**src/rmh_pkg.sv**
```systemverilog
`timescale 1ns / 1ps
package rmh_pkg;

    typedef enum logic [3:0] {
        S_IDLE, S_INS, S_UP_CHK, S_UP_CMP, S_BAL, S_TAKE, S_DN_CHK, S_DN_CMP,
        S_XFER, S_MED_RD, S_MED_CALC, S_DONE
    } t_state;

    typedef enum logic [2:0] {
        RD_NONE, RD_PARENT, RD_CHILDREN, RD_TOP_LAST, RD_TOPS
    } t_rd;

    typedef struct packed {
        logic start;
        logic ins_begin;
        t_rd  rd;
        logic place;
        logic up_step;
        logic bal_begin;
        logic take;
        logic dn_step;
        logic xfer;
        logic med;
        logic publish;
    } t_cmd;

    typedef struct packed {
        logic full;
        logic pos_zero;
        logic up_go;
        logic need_bal;
        logic child_none;
        logic dn_go;
    } t_sts;

    // a belongs strictly nearer the top than b
    function automatic logic ranks_over(input logic signed [31:0] a,
                                        input logic signed [31:0] b,
                                        input logic is_max);
        ranks_over = is_max ? (a > b) : (a < b);
    endfunction

endpackage

```
**src/rmh_ctrl.sv**
```systemverilog
`timescale 1ns / 1ps
module rmh_ctrl
    import rmh_pkg::*;
(
    input  logic i_clk,
    input  logic i_rst_n,
    input  logic i_in_valid,
    output logic o_in_stall,
    input  logic i_out_stall,
    output logic o_out_valid,
    input  t_sts i_sts,
    output t_cmd o_cmd
);

    t_state r_state, n_state;
    logic   r_second, n_second;
    logic   r_out_valid, n_out_valid;

    always_ff @(posedge i_clk) begin
        if (!i_rst_n) begin
            r_state     <= S_IDLE;
            r_second    <= 1'b0;
            r_out_valid <= 1'b0;
        end else begin
            r_state     <= n_state;
            r_second    <= n_second;
            r_out_valid <= n_out_valid;
        end
    end

    // next state
    always_comb begin
        n_state  = r_state;
        n_second = r_second;
        case (r_state)
            S_IDLE: begin
                n_second = 1'b0;
                if (i_in_valid) n_state = i_sts.full ? S_DONE : S_INS;
            end
            S_INS: n_state = S_UP_CHK;
            S_UP_CHK: begin
                if (i_sts.pos_zero) n_state = r_second ? S_MED_RD : S_BAL;
                else                n_state = S_UP_CMP;
            end
            S_UP_CMP: begin
                if (i_sts.up_go) n_state = S_UP_CHK;
                else             n_state = r_second ? S_MED_RD : S_BAL;
            end
            S_BAL:    n_state = i_sts.need_bal ? S_TAKE : S_MED_RD;
            S_TAKE:   n_state = S_DN_CHK;
            S_DN_CHK: n_state = i_sts.child_none ? S_XFER : S_DN_CMP;
            S_DN_CMP: n_state = i_sts.dn_go ? S_DN_CHK : S_XFER;
            S_XFER: begin
                n_second = 1'b1;
                n_state  = S_INS;
            end
            S_MED_RD:   n_state = S_MED_CALC;
            S_MED_CALC: n_state = S_DONE;
            S_DONE:     if (!r_out_valid || !i_out_stall) n_state = S_IDLE;
            default:    n_state = S_IDLE;
        endcase
    end

    // outputs
    always_comb begin
        o_cmd       = '0;
        o_cmd.rd    = RD_NONE;
        o_in_stall  = (r_state != S_IDLE);
        n_out_valid = r_out_valid && i_out_stall;
        case (r_state)
            S_IDLE:   o_cmd.start = i_in_valid;
            S_INS:    o_cmd.ins_begin = 1'b1;
            S_UP_CHK: begin
                if (i_sts.pos_zero) o_cmd.place = 1'b1;
                else                o_cmd.rd = RD_PARENT;
            end
            S_UP_CMP: begin
                if (i_sts.up_go) o_cmd.up_step = 1'b1;
                else             o_cmd.place = 1'b1;
            end
            S_BAL: begin
                if (i_sts.need_bal) begin
                    o_cmd.bal_begin = 1'b1;
                    o_cmd.rd        = RD_TOP_LAST;
                end
            end
            S_TAKE:   o_cmd.take = 1'b1;
            S_DN_CHK: begin
                if (i_sts.child_none) o_cmd.place = 1'b1;
                else                  o_cmd.rd = RD_CHILDREN;
            end
            S_DN_CMP: begin
                if (i_sts.dn_go) o_cmd.dn_step = 1'b1;
                else             o_cmd.place = 1'b1;
            end
            S_XFER:     o_cmd.xfer = 1'b1;
            S_MED_RD:   o_cmd.rd = RD_TOPS;
            S_MED_CALC: o_cmd.med = 1'b1;
            S_DONE: begin
                if (!r_out_valid || !i_out_stall) begin
                    o_cmd.publish = 1'b1;
                    n_out_valid   = 1'b1;
                end
            end
            default: ;
        endcase
    end

    assign o_out_valid = r_out_valid;

endmodule

```
**config.mk**
```make
export PLATFORM = sky130hd
export DESIGN_NAME = rmh_ctrl
export DESIGN_NICKNAME = d
export VERILOG_FILES = /design/src/rmh_pkg.sv /design/src/rmh_ctrl.sv
export SDC_FILE = /design/constraint.sdc
export NUM_CORES = 1
export LEC_CHECK = 0
export BUFFER_PORTS_ARGS = -buffer_cell sky130_fd_sc_hd__buf_4
export CAP_MARGIN = 15
export CORE_AREA = 2 2 39 41
export DETAILED_ROUTE_END_ITERATION = 10
export DIE_AREA = 0 0 41 43
export GPL_TIMING_DRIVEN = 1
export HOLD_SLACK_MARGIN = 0.1
export MAX_ROUTING_LAYER = met4
export PLACE_DENSITY = 0.72
export RECOVER_POWER = 25
export SYNTH_ARGS = -nofsm -noshare
export SYNTH_HDL_FRONTEND = slang
export SYNTH_SLANG_ARGS = --single-unit
```
**constraint.sdc**
```tcl
create_clock -name i_clk -period 2.37 [get_ports i_clk]
set_input_delay 0.237 -clock i_clk [delete_from_list [all_inputs] [get_ports i_clk]]
set_output_delay 0.237 -clock i_clk [all_outputs]
set_load 0.05 [all_outputs]
```
======== Yosys cells after proc, flatten, opt, wreduce, memory -nomap -nowiden ========
Index checks and enable logic that the tools add are counted.
word-level totals
  memories ................................ 0
  logic and storage cells ................. 59
  output and inout port bits .............. 15
  latch bits .............................. 0
  bits in registers ....................... 6
  bits in writable memories ............... 0
  ROM bits ................................ 0
  input port bits ......................... 10
operators by class
  shift operators ......................... 0
  multiply operators ...................... 0
  equal/unequal tests ..................... 13
  muxes and demuxes ....................... 35
  add/subtract/negate cells ............... 0
  bitwise operators ....................... 0
  $lt $le $gt $ge ......................... 0
  div/mod/pow operators ................... 0
  reductions and logical operators ........ 8
operator list
  kind                                            count
  case mux 4 bit (12 select lines)                1
  2-to-1 mux 4 bit                                9
  2-to-1 mux 1 bit                                20
  == test 4 x 3 -> 1 bit (second input constant)  4
  == test 4 bit (second input constant)           4
  case mux 3 bit (4 select lines)                 1
  == test 4 x 2 -> 1 bit (second input constant)  2
  == test 4 x 1 -> 1 bit (second input constant)  1
  logical NOT 4 bit                               1
  2-to-1 mux 2 bit                                2
  != test 2 bit (second input constant)           2
  case mux 1 bit (4 select lines)                 1
  nonzero test 4 bit                              1
  logical NOT 1 bit                               2
  case mux 1 bit (2 select lines)                 1
  AND reduction 2 bit                             1
  nonzero test 2 bit                              1
  logical AND 1 bit                               1
  logical OR 1 bit                                1

======== Depth between registers and ports, before layout ========
Gate-level depths: netlist (run 1).
  word-level depth ........................ 4
  depth in mapped cells ................... 6
  mapped depth without buffers ............ 4

======== Least setup slack after synthesis (run 1) ========
No wires, ideal clock.
  kind .................................... register to output
  start ................................... register r_state[0]
  end ..................................... output port o_cmd[6] in the netlist's numbering
  buffers on the path ..................... 1
  stages on the path, launching flop included .. 4
  required time ........................... 2.133 ns
  data arrival time ....................... 2.287 ns
  slack ................................... -0.154 ns
  path through ............................ dfxtp_1 buf_2 nand2_1 nor4b_1
RTL lines
  item                      RTL line        RTL
  start: declaration        rmh_ctrl.sv:15  t_state r_state, n_state;
  start signal: assignment  rmh_ctrl.sv:25  r_state <= n_state;
  end: declaration          rmh_ctrl.sv:12  output t_cmd o_cmd

==> impl_metrics.xml, run 1 <==
<?xml version="1.0" encoding="UTF-8"?>
<metrics>
  <group name="status">
    <metric name="run_status" unit="">complete, no violations</metric>
  </group>
  <group name="drt">
    <metric name="vias_per_cell" unit="">5.82</metric>
    <metric name="met2RoutedLength" unit="um">729</metric>
    <metric name="drt_wl_total" unit="mm">1.53</metric>
    <metric name="wl_per_cell" unit="um">12.8</metric>
    <metric name="vias" unit="">693</metric>
    <metric name="routedLengthMet1" unit="um">670</metric>
    <metric name="maxUsedRoutingLayer" unit="">met4</metric>
    <metric name="detail_route.first_pass.iterations" unit="">4</metric>
    <metric name="detail-route-antenna-nets" unit="">0</metric>
    <metric name="wl_met3" unit="um">117</metric>
    <metric name="drc" unit="">0</metric>
    <metric name="initialDrtViolationCount" unit="">27</metric>
  </group>
  <group name="critical_path">
    <metric name="critPathArrivalTime" unit="ns">1.73</metric>
    <metric name="crit_path_max_incr_delay" unit="ns">0.77</metric>
    <metric name="crit_type" unit="">reg2out</metric>
    <metric name="cp-start-kind" unit="">register</metric>
    <metric name="crit_path_top_delay_cell" unit="">dfxtp_1</metric>
    <metric name="critPathBufInv" unit="">1</metric>
    <metric name="critical_path.cell_chain" unit="">nand2_1 -&gt; nor4b_2 -&gt; buf_4</metric>
    <metric name="endpoint_kind" unit="">output pin</metric>
    <metric name="worstPathRequired" unit="ns">2.13</metric>
    <metric name="crit_path_max_fanout" unit="">23</metric>
    <metric name="cp_top_family" unit="">flip-flops</metric>
  </group>
  <group name="sta">
    <metric name="finalHoldWorstSlack" unit="ns">0.240</metric>
    <metric name="fin_skew" unit="ns">0.00137</metric>
    <metric name="post-route-period-util" unit="%">83.2</metric>
    <metric name="rsz0062_at_grt" unit="">false</metric>
    <metric name="timing.final.max_slew_violations" unit="">0</metric>
    <metric name="final.setup.tns" unit="ns">0</metric>
    <metric name="hold_viol" unit="">0</metric>
    <metric name="slew_headroom" unit="%">53.1</metric>
    <metric name="worst_slew_pin_slew" unit="ns">0.702</metric>
    <metric name="setup_viol" unit="">0</metric>
    <metric name="max_clock_freq" unit="GHz">0.507</metric>
    <metric name="finalWorstPathRequiredPeriod" unit="ns">1.97</metric>
  </group>
  <group name="die">
    <metric name="initial_standard_cell_utilization_of_the_core" unit="%">40.2</metric>
    <metric name="floorplan.io_pins" unit="">25</metric>
    <metric name="core_region_area" unit="sq um">1380</metric>
    <metric name="floorplan.die.height" unit="um">43</metric>
    <metric name="die_area" unit="sq um">1760</metric>
    <metric name="fp-row-count" unit="">14</metric>
    <metric name="fp.dieW" unit="um">41</metric>
  </group>
  <group name="logic_synthesis">
    <metric name="ys_top_cells_by_area" unit="">dfxtp_1 22%, nand2_1 7.4%, nor2_1 7.4%</metric>
    <metric name="syn_nets" unit="">93</metric>
    <metric name="synth_top_area_cell" unit="">dfxtp_1</metric>
    <metric name="ys_seq_area_share" unit="%">21.6</metric>
    <metric name="mappedNetlistArea" unit="sq um">557</metric>
    <metric name="synth_top_cell_area_share" unit="%">21.6</metric>
    <metric name="syn_area_per_cell" unit="sq um">6.71</metric>
    <metric name="cell_count_after_synthesis" unit="">83</metric>
    <metric name="synth_warnings" unit="">0</metric>
    <metric name="synth_seq_cells" unit="">6</metric>
    <metric name="synth.lib_cells_used.distinct" unit="">30</metric>
  </group>
  <group name="cts">
    <metric name="cts_buffers" unit="">3</metric>
    <metric name="clock_sink_count" unit="">6</metric>
    <metric name="htree_num_levels" unit="">1</metric>
    <metric name="tritoncts" unit="">built</metric>
    <metric name="post-cts-setup-buffers" unit="">0</metric>
    <metric name="cts_max_path_buffers" unit="">2</metric>
    <metric name="post_cts.resized_instances" unit="">0</metric>
    <metric name="cts_hold_buffers" unit="">0</metric>
    <metric name="clk_root_buffer_cell" unit="">clkbuf_4</metric>
    <metric name="worst_setup_hold_path_clk_slew" unit="ns">0.04</metric>
    <metric name="clock_insertion_delay_worst_skew" unit="ns">0.24</metric>
  </group>
  <group name="flow_run">
    <metric name="max_cap_check_violation_count" unit="">0</metric>
  </group>
  <group name="layout">
    <metric name="layout_cells_sized_above_1" unit="%">28.2</metric>
    <metric name="synthToLayoutAreaGrowth" unit="%">33.3</metric>
    <metric name="finish.net_count" unit="">115</metric>
    <metric name="diodes" unit="">0</metric>
  </group>
  <group name="grt">
    <metric name="first_global_vias" unit="">591</metric>
    <metric name="grt.total_usage" unit="%">20.7</metric>
    <metric name="pin_count_of_the_biggest_net_entering_global_routing" unit="">24</metric>
    <metric name="grt_overflow" unit="">0</metric>
    <metric name="grt_antenna_before_repair" unit="">0</metric>
    <metric name="grt_pass1_wl" unit="mm">2.48</metric>
  </group>
  <group name="pwr">
    <metric name="irDropWorstVdd" unit="mV">0.585</metric>
    <metric name="post-layout-total-power" unit="uW">991</metric>
    <metric name="power.leakage" unit="uW">0.000300</metric>
    <metric name="p_per_area" unit="nW/um^2">1340</metric>
  </group>
  <group name="placement">
    <metric name="hpwlAfterDp" unit="mm">1.14</metric>
    <metric name="portBuffers" unit="">24</metric>
    <metric name="routabilityCongestion" unit="">0.851</metric>
  </group>
  <group name="min_path">
    <metric name="timing.hold.worst.class" unit="">in2reg</metric>
  </group>
</metrics>
cell type report:
type	instances	area, sq um
Sequential cell	6	120
Fill cell	145	642
Multi-Input combinational cell	67	392
Clock buffer	3	22.5
Tap cell	16	20.0
Inverter	3	11.3
Timing Repair Buffer	24	176
cells in the mapped netlist, drive strengths merged:
cell and n:
o2111a 1, nor4b 2, and3 2, nor2b 1
o2bb2ai 1, o21bai 1, nand4b 1, o21ai 4
o221ai 1, nor2 11, nand2b 6, o22a 1
nor3 4, a31oi 4, a31o 1, o211ai 1
or4 1, a21oi 6, a2bb2oi 1, a21boi 3
dfxtp 6, o21a 1, buf 7, nand2 11
a211o 1, nand3 1, inv 3
final timing paths:
kind                     from          end  slack, ns  cells past startpoint
setup / recovery   r_state[0]     o_cmd[6]       0.40                      3
hold reg to reg   o_out_valid  o_out_valid       0.52                      2
setup reg to reg   r_state[0]   r_state[1]       0.62                      4
hold / removal        i_rst_n     r_second       0.24                      2
layer usage:
layer  global-route usage, %  vias to the layer above
met1                    27.3                      317
li1                        -                      343
met3                    7.85                        4
met4                    5.33                        0
met5                       -                        -
met2                    29.4                       29
kinds of logic after synthesis:
kind of cell	Yosys count	share of synthesized area, %
AO/OA/AOI/OAI	27	33.7
buffers and inverters	10	8.54
flip-flops	6	21.6
AND/OR/NAND/NOR	40	36.2
flip-flops by register name, indices dropped and copies added (netlist names):
name         count
o_out_valid      1
r_second         1
r_state          4
where the power goes:
| part | total (uW) | switching [uW] | leakage [uW] | internal [uW] |
|---|---|---|---|---|
| clock network | 89.5 | 32.5 | 0.0000138 | 57.0 |
| registers | 259 | 125 | 0.0000492 | 134 |
| logic | 642 | 413 | 0.000237 | 229 |
| total | 991 | 571 | 0.000300 | 420 |
through the flow:
step           worst slack, ns  instances  util, %  area (sq um)
2_1_floorplan            0.271         83        -           563
3_3_place_gp             0.677        116     52.5           727
3_5_place_dp             0.664        116     52.5           727
4_1_cts                  0.409        119     54.2           749
5_1_grt                  0.279        119     53.6           742
6_report                 0.398        119     53.6           742
cell usage in the layout, fill, tap and decap left out, drive strengths merged, types with 2 or more instances in the layout:
cell type	n
nor4b	2
and3	2
nor2	11
nand2b	6
dfxtp	6
inv	3
nor3	4
clkbuf	4
buf	23
a21boi	3
a31oi	4
nand2	11
o21ai	4
a21oi	6
No activity file was read; power rests on OpenSTA's default activity.
==> run 2: changes to the inputs <==
--- a/config.mk
+++ b/config.mk
@@ -7,9 +7,8 @@
 export LEC_CHECK = 0
 export BUFFER_PORTS_ARGS = -buffer_cell sky130_fd_sc_hd__buf_4
 export CAP_MARGIN = 15
-export CORE_AREA = 2 2 39 41
+export CORE_UTILIZATION = 40
 export DETAILED_ROUTE_END_ITERATION = 10
-export DIE_AREA = 0 0 41 43
 export GPL_TIMING_DRIVEN = 1
 export HOLD_SLACK_MARGIN = 0.1
 export MAX_ROUTING_LAYER = met4
==> constraint.sdc (replaced) <==
create_clock -name i_clk -period 1.6 [get_ports i_clk]
set_input_delay 0.16 -clock i_clk [delete_from_list [all_inputs] [get_ports i_clk]]
set_output_delay 0.16 -clock i_clk [all_outputs]
set_load 0.05 [all_outputs]
==> run 2 against run 1 <==
Final area up 19%. Largest power group unchanged. Routed wire length up 25%. Worst setup slack worse by 0.37 ns. Count of clock-buffer cells in the layout unchanged. Core utilization up 14 points. Non-clock buffer count up 8. Worst hold slack worse by 0.073 ns. Sequential cell count unchanged. Global-route usage up 3.2 points. Critical path depth up 1.
==> impl_metrics.xml, run 2 (same netlist as run 1, synthesis figures left out) <==
<?xml version="1.0" encoding="UTF-8"?>
<metrics>
  <group name="critical_path">
    <metric name="crit_path_top_delay_cell" unit="">dfxtp_2</metric>
    <metric name="critical_path_cell_count" unit="">4</metric>
    <metric name="timing.critical_path.from" unit="">r_state[0]</metric>
    <metric name="worstPathRequired" unit="ns">1.44</metric>
    <metric name="timing.rr.end" unit="">r_state[3]</metric>
    <metric name="crit_end" unit="">o_cmd[7]</metric>
    <metric name="critPathArrivalTime" unit="ns">1.41</metric>
    <metric name="endpoint_kind" unit="">output pin</metric>
    <metric name="crit_path_max_fanout" unit="">11</metric>
    <metric name="crit_type" unit="">reg2out</metric>
    <metric name="cp_top_family" unit="">compound AO/OA/AOI/OAI gates</metric>
    <metric name="crit_path_max_incr_delay" unit="ns">0.35</metric>
    <metric name="reg2reg_setup_slack" unit="ns">0.16</metric>
    <metric name="critPathBufInv" unit="">2</metric>
    <metric name="cp-start-kind" unit="">register</metric>
    <metric name="timing.rr.start" unit="">r_state[0]</metric>
    <metric name="critical_path.cell_chain" unit="">buf_12 -&gt; o2111a_2 -&gt; a31o_2 -&gt; buf_6</metric>
    <metric name="timing.reg2reg.worst_path_depth" unit="">4</metric>
  </group>
  <group name="flow_run">
    <metric name="max_cap_check_violation_count" unit="">0</metric>
  </group>
  <group name="grt">
    <metric name="global_route.peak_usage_layer" unit="">met2</metric>
    <metric name="first_global_vias" unit="">543</metric>
    <metric name="grt_overflow" unit="">0</metric>
    <metric name="pin_count_of_the_biggest_net_entering_global_routing" unit="">23</metric>
    <metric name="grt_antenna_before_repair" unit="">0</metric>
    <metric name="use_met2" unit="%">36.3</metric>
    <metric name="grt_use_met3" unit="%">3.41</metric>
    <metric name="grt_pass1_wl" unit="mm">2.43</metric>
    <metric name="grt.met1_usage" unit="%">33.7</metric>
    <metric name="grt.total_usage" unit="%">23.9</metric>
  </group>
  <group name="sta">
    <metric name="fin_skew" unit="ns">0.00306</metric>
    <metric name="timing.final.max_slew_violations" unit="">0</metric>
    <metric name="final.setup.tns" unit="ns">0</metric>
    <metric name="slew_headroom" unit="%">61.1</metric>
    <metric name="worst_slew_pin_slew" unit="ns">0.585</metric>
    <metric name="rsz0062_at_grt" unit="">true</metric>
    <metric name="finalHoldWorstSlack" unit="ns">0.167</metric>
    <metric name="setup_viol" unit="">0</metric>
    <metric name="hold_viol" unit="">0</metric>
    <metric name="post-route-period-util" unit="%">97.9</metric>
    <metric name="max_clock_freq" unit="GHz">0.638</metric>
    <metric name="finalWorstPathRequiredPeriod" unit="ns">1.57</metric>
  </group>
  <group name="layout">
    <metric name="diodes" unit="">0</metric>
    <metric name="largest_reg_flops" unit="">4</metric>
    <metric name="num-fill-cells" unit="">107</metric>
    <metric name="stdcell_area" unit="sq um">883</metric>
    <metric name="layout_cells_sized_above_1" unit="%">46.8</metric>
    <metric name="synthToLayoutAreaGrowth" unit="%">58.7</metric>
    <metric name="top_library_cells_by_usage_in_the_layout_fill_and_taps_aside" unit="">26 x buf_4, 11 x nand2_1, 6 x nor2_1, 6 x nand2b_1</metric>
    <metric name="final_common_cell" unit="">buf_4</metric>
    <metric name="registers.top_by_ff_count" unit="">r_state</metric>
    <metric name="finish.net_count" unit="">123</metric>
  </group>
  <group name="die">
    <metric name="fp.dieW" unit="um">39.3</metric>
    <metric name="floorplan.io_pins" unit="">25</metric>
    <metric name="fp-row-count" unit="">13</metric>
    <metric name="floorplan.die.height" unit="um">39.3</metric>
    <metric name="core_region_area" unit="sq um">1300</metric>
    <metric name="die_area" unit="sq um">1550</metric>
    <metric name="initial_standard_cell_utilization_of_the_core" unit="%">42.8</metric>
  </group>
  <group name="drt">
    <metric name="detail_route.first_pass.iterations" unit="">4</metric>
    <metric name="initialDrtViolationCount" unit="">29</metric>
    <metric name="drc" unit="">0</metric>
    <metric name="vias_per_cell" unit="">5.85</metric>
    <metric name="drt_wl_total" unit="mm">1.91</metric>
    <metric name="wl_per_cell" unit="um">15.2</metric>
    <metric name="vias" unit="">737</metric>
    <metric name="detail-route-antenna-nets" unit="">0</metric>
  </group>
  <group name="cts">
    <metric name="htree_num_levels" unit="">1</metric>
    <metric name="worst_setup_hold_path_clk_slew" unit="ns">0.05</metric>
    <metric name="tritoncts" unit="">built</metric>
    <metric name="clock_sink_count" unit="">6</metric>
    <metric name="cts_buffers" unit="">3</metric>
    <metric name="cts_hold_buffers" unit="">0</metric>
    <metric name="cts_max_path_buffers" unit="">2</metric>
    <metric name="clk_root_buffer_cell" unit="">clkbuf_4</metric>
    <metric name="clock_insertion_delay_worst_skew" unit="ns">0.24</metric>
  </group>
  <group name="pwr">
    <metric name="irDropWorstVdd" unit="mV">1.17</metric>
    <metric name="power.leakage" unit="uW">0.000364</metric>
    <metric name="p_per_area" unit="nW/um^2">2050</metric>
  </group>
  <group name="min_path">
    <metric name="hold_depth" unit="">2</metric>
    <metric name="timing.hold.worst.class" unit="">in2reg</metric>
    <metric name="worst_hold_startpoint" unit="">i_rst_n</metric>
  </group>
  <group name="placement">
    <metric name="routabilityCongestion" unit="">0.923</metric>
    <metric name="portBuffers" unit="">24</metric>
    <metric name="hpwlAfterDp" unit="mm">1.24</metric>
    <metric name="placedInstanceArea" unit="sq um">795</metric>
  </group>
  <group name="status">
    <metric name="run_status" unit="">complete, no violations</metric>
  </group>
</metrics>
-- run 2: cell count changes in the layout (fill, tap and decap cells not counted), sizes merged --
cell / delta
buf: +7
clkbuf: +1
-- run 2: stage by stage --
| stage | power (uW) | setup slack, ns | cells | util [%] |
|---|---|---|---|---|
| 5_1_grt | 1900 | -0.00907 | 126 | 67.9 |
| 3_5_place_dp | 1490 | 0.118 | 119 | 61.1 |
| 6_report | 1810 | 0.0333 | 126 | 67.9 |
| 4_1_cts | 1650 | 0.0262 | 122 | 63.6 |
| 3_3_place_gp | 1470 | 0.151 | 119 | 61.1 |
| 2_1_floorplan | 1160 | -0.163 | 83 | - |
-- run 2: per-layer routing --
layer	up-vias	share of wire, %
met5	-	0
met4	0	0.52
met3	2	6.5
met2	38	51
met1	336	42
li1	361	-
-- run 2: final cells by class --
type / instances / area (sq um) / share of cell area, %
Multi-Input combinational cell: 67 / 433 / 49.0
Tap cell: 15 / 18.8 / 2.12
Inverter: 3 / 11.3 / 1.27
Sequential cell: 6 / 126 / 14.3
Clock buffer: 3 / 22.5 / 2.55
Timing Repair Buffer: 32 / 272 / 30.7
-- run 2: worst min-delay path by stage --
| stage | end |
|---|---|
| CTS | r_second |
| global route | r_second |
| finish | r_second |
| floorplan | r_second |
| detailed placement | r_second |
| global placement | r_second |
-- run 2: repair_timing --
action / in CTS / in global routing
gates cloned: 0 / 2
gates resized for setup: 5 / 5
buffers inserted: 0 / 2
setup endpoints to repair: 4 / 6
-- run 2: where the power goes --
part / switching, uW / internal [uW]
sequential: 99.5 / 208
combinational: 825 / 540
clock: 53.7 / 84.8
total: 979 / 833
